$ cat src/dbl_pkg.sv
// Shared widths, register indexes and stage structs for the Dalitz boundary block.
package dbl_pkg;

  localparam int WORD_W        = 32;
  localparam int FRAC_BITS_DEF = 20;
  localparam int CFG_IDX_W     = 2;

  typedef enum logic [CFG_IDX_W-1:0] {
    REG_MASS_I      = 2'd0,
    REG_MASS_J      = 2'd1,
    REG_MASS_K      = 2'd2,
    REG_PARENT_MASS = 2'd3
  } reg_idx_t;

  typedef struct packed {
    logic              zero;
    logic [WORD_W-1:0] s;
  } root_side_t;

  typedef struct packed {
    logic fail;
    logic neg;
  } div_side_t;

  typedef struct packed {
    logic              fail;
    logic [WORD_W-1:0] esum_mag;
  } mom_side_t;

  typedef struct packed {
    logic [WORD_W-1:0] limit_low;
    logic [WORD_W-1:0] limit_high;
    logic              unphysical;
  } result_t;

endpackage

$ cat src/dbl_sqrt.sv
// Pipelined integer square root, one result bit per stage.
module dbl_sqrt import dbl_pkg::*; #(
  parameter int W      = WORD_W,
  parameter int SIDE_W = 1
) (
  input  logic              clk,
  input  logic              rst,
  input  logic              en,
  input  logic              in_valid,
  input  logic [2*W-1:0]    radicand,
  input  logic [SIDE_W-1:0] side_in,
  output logic              out_valid,
  output logic [W-1:0]      root,
  output logic [SIDE_W-1:0] side_out
);

  logic [2*W-1:0]    v_q    [W];
  logic [2*W-1:0]    r_q    [W];
  logic [SIDE_W-1:0] side_q [W];
  logic              vld_q  [W];

  for (genvar k = 0; k < W; k++) begin : g_stage
    localparam logic [2*W-1:0] BIT = (2*W)'(1) << (2*W-2-2*k);
    logic [2*W-1:0]    v_in, r_in, v_next, r_next, trial;
    logic [SIDE_W-1:0] s_in;
    logic              vl_in;

    if (k == 0) begin : g_first
      assign v_in  = radicand;
      assign r_in  = '0;
      assign s_in  = side_in;
      assign vl_in = in_valid;
    end else begin : g_rest
      assign v_in  = v_q[k-1];
      assign r_in  = r_q[k-1];
      assign s_in  = side_q[k-1];
      assign vl_in = vld_q[k-1];
    end

    always_comb begin
      trial = r_in + BIT;
      if (v_in >= trial) begin
        v_next = v_in - trial;
        r_next = (r_in >> 1) + BIT;
      end else begin
        v_next = v_in;
        r_next = r_in >> 1;
      end
    end

    always_ff @(posedge clk) begin
      if (rst) begin
        vld_q[k] <= 1'b0;
      end else if (en) begin
        vld_q[k] <= vl_in;
      end
    end

    always_ff @(posedge clk) begin
      if (en) begin
        v_q[k]    <= v_next;
        r_q[k]    <= r_next;
        side_q[k] <= s_in;
      end
    end
  end

  assign out_valid = vld_q[W-1];
  assign root      = r_q[W-1][W-1:0];
  assign side_out  = side_q[W-1];

endmodule

$ cat config.mk
export PLATFORM = sky130hd
export DESIGN_NAME = dbl_sqrt
export DESIGN_NICKNAME = d
export VERILOG_FILES = /design/src/dbl_pkg.sv /design/src/dbl_sqrt.sv
export SDC_FILE = /design/constraint.sdc
export NUM_CORES = 2
export LEC_CHECK = 0
export BUFFER_PORTS_ARGS = -buffer_cell sky130_fd_sc_hd__clkbuf_2
export CAP_MARGIN = 20
export CORE_UTILIZATION = 40
export CTS_CLUSTER_DIAMETER = 30
export DETAILED_ROUTE_END_ITERATION = 7
export MAX_ROUTING_LAYER = met4
export SLEW_MARGIN = 0
export SYNTH_ARGS = -nofsm -noshare
export SYNTH_HDL_FRONTEND = slang
export SYNTH_MEMORY_MAX_BITS = 65536
export SYNTH_SLANG_ARGS = --single-unit
$ cat constraint.sdc
create_clock -name clk -period 3.87 [get_ports clk]
set_clock_uncertainty 0.2 [all_clocks]
set_input_delay 0.9675 -clock clk [delete_from_list [all_inputs] [get_ports clk]]
set_output_delay 0.9675 -clock clk [all_outputs]
set_load 0.01 [all_outputs]
Yosys cells after proc, flatten, opt, wreduce, memory -nomap -nowiden
Memories as Yosys holds them, arrays and structs flattened.
Cells that the tools add are included.
{"block": "classes", "add_sub_neg": 94, "magnitude_cmp": 32, "mux": 102, "bitwise": 32}
{"cell": "$mux W64", "count": 63}
{"cell": "$ge A64 B64 Y1", "count": 31}
{"cell": "$sub A64 B64 Y64", "count": 31}
{"cell": "$add A63 B1 Y64 const B", "count": 1}
{"cell": "$add A63 B11 Y64 const B", "count": 1}
{"cell": "$add A63 B13 Y64 const B", "count": 1}
{"cell": "$add A63 B15 Y64 const B", "count": 1}
{"cell": "$add A63 B17 Y64 const B", "count": 1}
{"cell": "$add A63 B19 Y64 const B", "count": 1}
{"cell": "$add A63 B21 Y64 const B", "count": 1}
{"cell": "$add A63 B23 Y64 const B", "count": 1}
{"cell": "$add A63 B25 Y64 const B", "count": 1}
{"cell": "$add A63 B27 Y64 const B", "count": 1}
{"cell": "$add A63 B29 Y64 const B", "count": 1}
{"cell": "$add A63 B3 Y64 const B", "count": 1}
{"cell": "$add A63 B31 Y64 const B", "count": 1}
{"cell": "$add A63 B33 Y64 const B", "count": 1}
{"cell": "$add A63 B35 Y64 const B", "count": 1}
{"cell": "$add A63 B37 Y64 const B", "count": 1}
{"cell": "$add A63 B39 Y64 const B", "count": 1}
{"cell": "$add A63 B41 Y64 const B", "count": 1}
{"cell": "$add A63 B43 Y64 const B", "count": 1}
{"cell": "$add A63 B45 Y64 const B", "count": 1}
{"cell": "$add A63 B47 Y64 const B", "count": 1}
{"cell": "other kinds (46)", "count": 114}
{"block": "word_totals", "ff_bits": 0, "mem_bits_rw": 4160, "input_bits": 69, "out_inout_bits": 34, "elab_cells": 264, "n_memories": 4}
{"memory": "r_q", "words": 32, "word_bits": 64, "read_ports": 32, "rd_clocked_by_memory_dff": 0, "write_ports": 32, "line": "dbl_sqrt.sv:18", "rtl": "logic [2*W-1:0] r_q [W];"}
{"memory": "v_q", "words": 32, "word_bits": 64, "read_ports": 31, "rd_clocked_by_memory_dff": 0, "write_ports": 32, "line": "dbl_sqrt.sv:17", "rtl": "logic [2*W-1:0] v_q [W];"}
{"memory": "side_q", "words": 32, "word_bits": 1, "read_ports": 32, "rd_clocked_by_memory_dff": 0, "write_ports": 32, "line": "dbl_sqrt.sv:19", "rtl": "logic [SIDE_W-1:0] side_q [W];"}
{"memory": "vld_q", "words": 32, "word_bits": 1, "read_ports": 32, "rd_clocked_by_memory_dff": 0, "write_ports": 32, "line": "dbl_sqrt.sv:20", "rtl": "logic vld_q [W];"}

Depth between registers and ports, before layout
{"block": "depth", "ltp_word": 4, "depth_mapped": 15, "mapped_depth_nobuf": 14}

Worst setup path before layout
OpenSTA, ideal clock, no wires.
{"block": "synth_path", "path_kind": "reg-to-reg", "start": "mem v_q[1][674] in the netlist's numbering", "end": "mem v_q[1][759] in the netlist's numbering (data pin)", "setup_time_ns": 0.258, "t_arrival_ns": 3.315, "t_required_ns": 3.412, "setup_slack_ns": 0.097, "stages_incl_launch_ff": 12, "n_path_buf": 1, "period_less_slack_ns": 3.773, "cell_sequence": "edfxtp_1 ha_1 clkbuf_1 nand4_1 or2_2 or4_1 and3_1 o211ai_1 o311ai_1 nor4_1 nand3b_1 xnor2_1"}
{"item": "start, declared", "line": "dbl_sqrt.sv:17"}

==> results.txt <==
The worst setup margin came out at 0.0630 ns. Setup violations remaining at the end of the flow were counted as 0. The total clock sinks is 2576. The net count of the finished layout is 11500. The die footprint came out at 0.307 mm². The number of rows in the core area is 202. The congestion estimate from routability-driven global placement came to 0.947. The cell count after synthesis came out at 9620. In this run the most critical hold path is launched from in_valid. The finished layout holds 15300 standard cells, fillers aside. Of the total synthesized cell area, the portion taken by full adders, half adders and majority gates is 0.0572. The buffer and inverter count on the worst path is 2. By count the netlist is led by sky130_fd_sc_hd__edfxtp_1, sky130_fd_sc_hd__inv_1, sky130_fd_sc_hd__a21oi_1, sky130_fd_sc_hd__nor2_1, sky130_fd_sc_hd__nand2_1. The worst register-to-register path begins at v_q[1][836]$_DFFE_PP_.

The aggregate global routing overflow is 0. The number of global-route vias before repair came to 82500. The design draws 0.105 W. The flow ran to the end, and the final reports show no timing, DRC or antenna violations.

The final cycle utilization of the critical path came out at 0.984. For this run, the leading register cell type out of synthesis is sky130_fd_sc_hd__edfxtp_1. The compound-gate portion of the synthesized area came out at 0.0920. When the netlist entered floorplanning its net count stood at 10200. The maximum VDD drop came out at 0.514 mV. In this design, the stage delay of the slowest critical-path cell is 0.55 ns. The sum of routed wire length over all layers came out at 336000 µm. The area of the core came out at 0.303 mm². The cell family with the largest share of critical-path delay is compound AO/OA/AOI/OAI gates. The mean number of vias per cell came out at 5.28. Power spread over the standard cell area amounts to 682 mW/mm². The first-pass iteration count of the detailed router is 6.

The depth of the worst register-to-register path is 13. The hold path depth came out at 2. The top-level port count is 103. The number of storage elements in the synthesis netlist is 2576. Across all register-to-register paths, the minimum setup slack is 0.06 ns.

The final routed DRC violation total is 0. The initial antenna violation count is 2. The min-delay analysis places its worst path in the category input pin to flip-flop.

Summed over all instances, the cell type with the most area after synthesis is sky130_fd_sc_hd__edfxtp_1. For the worst-skew pair, the clock arrives at the later sink with an insertion delay of 1.00 ns. TritonCTS built the clock tree. The signal on the critical path passes through ha_1, o21ai_1, a221oi_2, buf_4, a221oi_4, o311ai_0, buf_4, nand3_1, a31o_2, nand2_1, nand4_1, o211ai_1, xnor2_1. The warning count from the yosys run came out at 0. The share of Yosys cell area claimed by the top area cell type came out at 0.634. The starting density of the core came out at 0.403.

The critical setup path kind is flip-flop to flip-flop. After synthesis, the largest family of logic cells by area is simple AND/OR/NAND/NOR gates. The H-tree depth reported by CTS came out at 6. The iteration-0 DRC count of the detailed router came out at 5453. In the final layout, the share of cells above drive strength 1 is 0.181.

The total via count in the routed design came out at 80900. The slowest stage of the critical path is the sky130_fd_sc_hd__o311ai_0 cell. Entering global routing, the biggest net connects 120 pins.

The number of port buffers is 102. Data on the critical path is required at its endpoint by 4.40 ns. The fraction of registers with async set or reset after synthesis came out at 0.

Compared with the post-synthesis result, the final layout area differs by 25.9%. The number of distinct library cell variants in the gate-level netlist after synthesis came out at 85. Dividing the detail-routed wire length by the instance count gives 21.9 µm. In this run the critical register-to-register path is captured at v_q[1][945]$_DFFE_PP_. Counting the buffers created by CTS gives 541. The endpoint arrival time on the critical path is 4.33 ns. The final count of hold timing violations is 0. The overall routing resource usage is 0.220.

The mapped netlist covers 0.122 mm². The clock input transition at the sequential cells of the worst setup and hold paths came out at 0.05 ns. The final cell area excluding filler cells came out at 0.154 mm². The proportion of synthesized area in mux cells is 0.00821.

The most common cell in the synthesized netlist is sky130_fd_sc_hd__edfxtp_1. The width of the die came out at 555 µm. The cell repeated most along the worst path is sky130_fd_sc_hd__buf_4. The number of max-slew violations in the final report is 0. The post-synthesis sequential area ratio came out at 0.634.

By area the synthesized netlist is led by sky130_fd_sc_hd__edfxtp_1, sky130_fd_sc_hd__ha_1, sky130_fd_sc_hd__xnor2_1. The cell count after placement is 14300. The vertical extent of the die came out at 555 µm. The global-route wire length before repair is 499000 µm. The cell area after placement is 0.133 mm². The end point of the worst hold path is vld_q[0][0]$_DFFE_PP_. The worst-case setup slack after placement is -0.406 ns. The number of buffers on the longest clock path is 4. The xor and xnor area share after synthesis is 0.0636.

STA classifies the critical path endpoint as a flip-flop. After synthesis, the mean cell area works out to 12.7 µm². For this design the static power due to leakage is 59.6 nW.

The total of max-cap violations came out at 0. Of the total synthesized cell area, the portion taken by AND, OR, NAND and NOR gates is 0.117. Headroom to the max-slew limit came out at 0.325.

The worst setup path is launched from a flip-flop. The biggest fanout along the worst timing path is 4. Once detailed placement completed, the half-perimeter wirelength came to 257000 µm. The transition at the pin with the smallest max-transition slack is 1.01 ns. The number of routed nets with antenna violations came out at 0.

The cell sitting at the root of the clock tree is a sky130_fd_sc_hd__clkbuf_16. The number of synthesized flops with an enable pin is 2576. The top achievable clock speed came out at 0.263 GHz. The final critical delay including setup and external delays is 3.81 ns.
==> cells by family (layout without fill, tap and decap cells) <==
family / after synthesis / count (layout)
xor gates and xnor gates: 887 / 887
AOI/OAI and AO/OA: 1813 / 1813
other: 0 / 2
buffers and inverters: 906 / 2640
adders and majority gates: 558 / 558
and+or+nand+nor: 2790 / 2790
DFF: 2576 / 2576
muxes: 90 / 90
==> per-stage QoR <==
stage / utilization / TNS (ns) / hold WS (ns)
4_1_cts: 0.504 / 0 / 0.0407
6_report: 0.507 / 0 / 0.115
5_1_grt: 0.507 / -0.0832 / 0.0752
3_3_place_gp: 0.439 / -14.24 / 0.202
2_1_floorplan: - / 0 / 0.200
3_5_place_dp: 0.439 / -16.50 / 0.205
==> layer usage <==
metal / up-vias / track usage / share of wire
met5: - / - / 0
met4: 0 / 0.142 / 0.072
met3: 752 / 0.0315 / 0.039
met2: 2060 / 0.393 / 0.52
met1: 39300 / 0.225 / 0.36
li1: 38800 / - / -
==> registers in the layout, summed over array words and instances, names as in the netlist <==
name	cells
vld_q	32
r_q	528
side_q	32
v_q	1984
==> power breakdown <==
group | switching, W | total (W) | internal, W
combinational | 0.0109 | 0.0195 | 0.00865
sequential | 0.00315 | 0.0386 | 0.0355
clock | 0.0159 | 0.0467 | 0.0308
==> what timing repair did <==
item | 4_1_cts | 5_1_grt
hold buffers | 63 | 0
hold endpoints to repair | 63 | 0
endpoints found under the setup margin | 136 | 235
pin swaps | 4 | 31
gates resized for setup | 30 | 154
buffers inserted | 2 | 14
==> placed cells by master, fill, tap and decap left out, types with 60 or more instances in the layout <==
master,synthesis,routed
sky130_fd_sc_hd__o21a_1,91,90
sky130_fd_sc_hd__xnor2_1,469,467
sky130_fd_sc_hd__nor4_1,323,305
sky130_fd_sc_hd__ha_1,558,543
sky130_fd_sc_hd__bufinv_16,0,70
sky130_fd_sc_hd__nor3_1,266,251
sky130_fd_sc_hd__nand3_1,149,149
sky130_fd_sc_hd__nand2b_1,105,105
sky130_fd_sc_hd__and2_1,65,65
sky130_fd_sc_hd__a21o_1,249,249
sky130_fd_sc_hd__nor2b_1,71,67
sky130_fd_sc_hd__edfxtp_1,2576,2576
sky130_fd_sc_hd__nand2_1,604,601
sky130_fd_sc_hd__nand4_1,160,160
sky130_fd_sc_hd__nor2_1,630,627
sky130_fd_sc_hd__a21oi_1,632,616
sky130_fd_sc_hd__buf_4,1,725
sky130_fd_sc_hd__clkinv_1,1,61
sky130_fd_sc_hd__o21bai_1,60,60
sky130_fd_sc_hd__clkbuf_2,0,101
sky130_fd_sc_hd__clkbuf_16,0,542
sky130_fd_sc_hd__dlygate4sd3_1,0,63
sky130_fd_sc_hd__xor2_1,418,417
sky130_fd_sc_hd__o21ai_0,400,390
sky130_fd_sc_hd__inv_1,701,699
sky130_fd_sc_hd__mux2_2,81,81
sky130_fd_sc_hd__clkinv_2,0,76
sky130_fd_sc_hd__or3_1,96,94
==> how the worst max path moves through the flow <==
stage	startpoint	endpoint	slack (ns)	cells past startpoint
after floorplan	v_q[1][674]$_DFFE_PP_	v_q[1][759]$_DFFE_PP_	0.1	11
after global placement	v_q[1][870]$_DFFE_PP_	v_q[1][955]$_DFFE_PP_	-0.38	14
after detailed placement	v_q[1][870]$_DFFE_PP_	v_q[1][955]$_DFFE_PP_	-0.41	14
after CTS	v_q[1][436]$_DFFE_PP_	v_q[1][495]$_DFFE_PP_	0.004	12
after global routing	r_q[1][719]$_DFFE_PP_	v_q[1][823]$_DFFE_PP_	-0.02	16
final	v_q[1][836]$_DFFE_PP_	v_q[1][945]$_DFFE_PP_	0.06	13
==> final cells by class <==
type	count	area (µm²)
fillers	26000	150000
diodes	2	5.00
well taps	3978	4980
clock buffers	599	13800
repair buffers	948	7710
multi-input cells	6138	42200
inverters	706	2650
clock inverters	387	5040
flip-flops and latches	2576	77400
==> worst register-to-register path, delay by kind of cell, from the launching register on <==
family	cells	cell delay, ns
XOR/XNOR	1	0.12
buffers and inverters	2	0.40
flip-flops	1	0.41
AND/OR/NAND/NOR	3	0.37
adder cells (fa/ha/maj)	1	0.37
AO/OA/AOI/OAI	6	1.69
(Power assumes the default switching activity.)
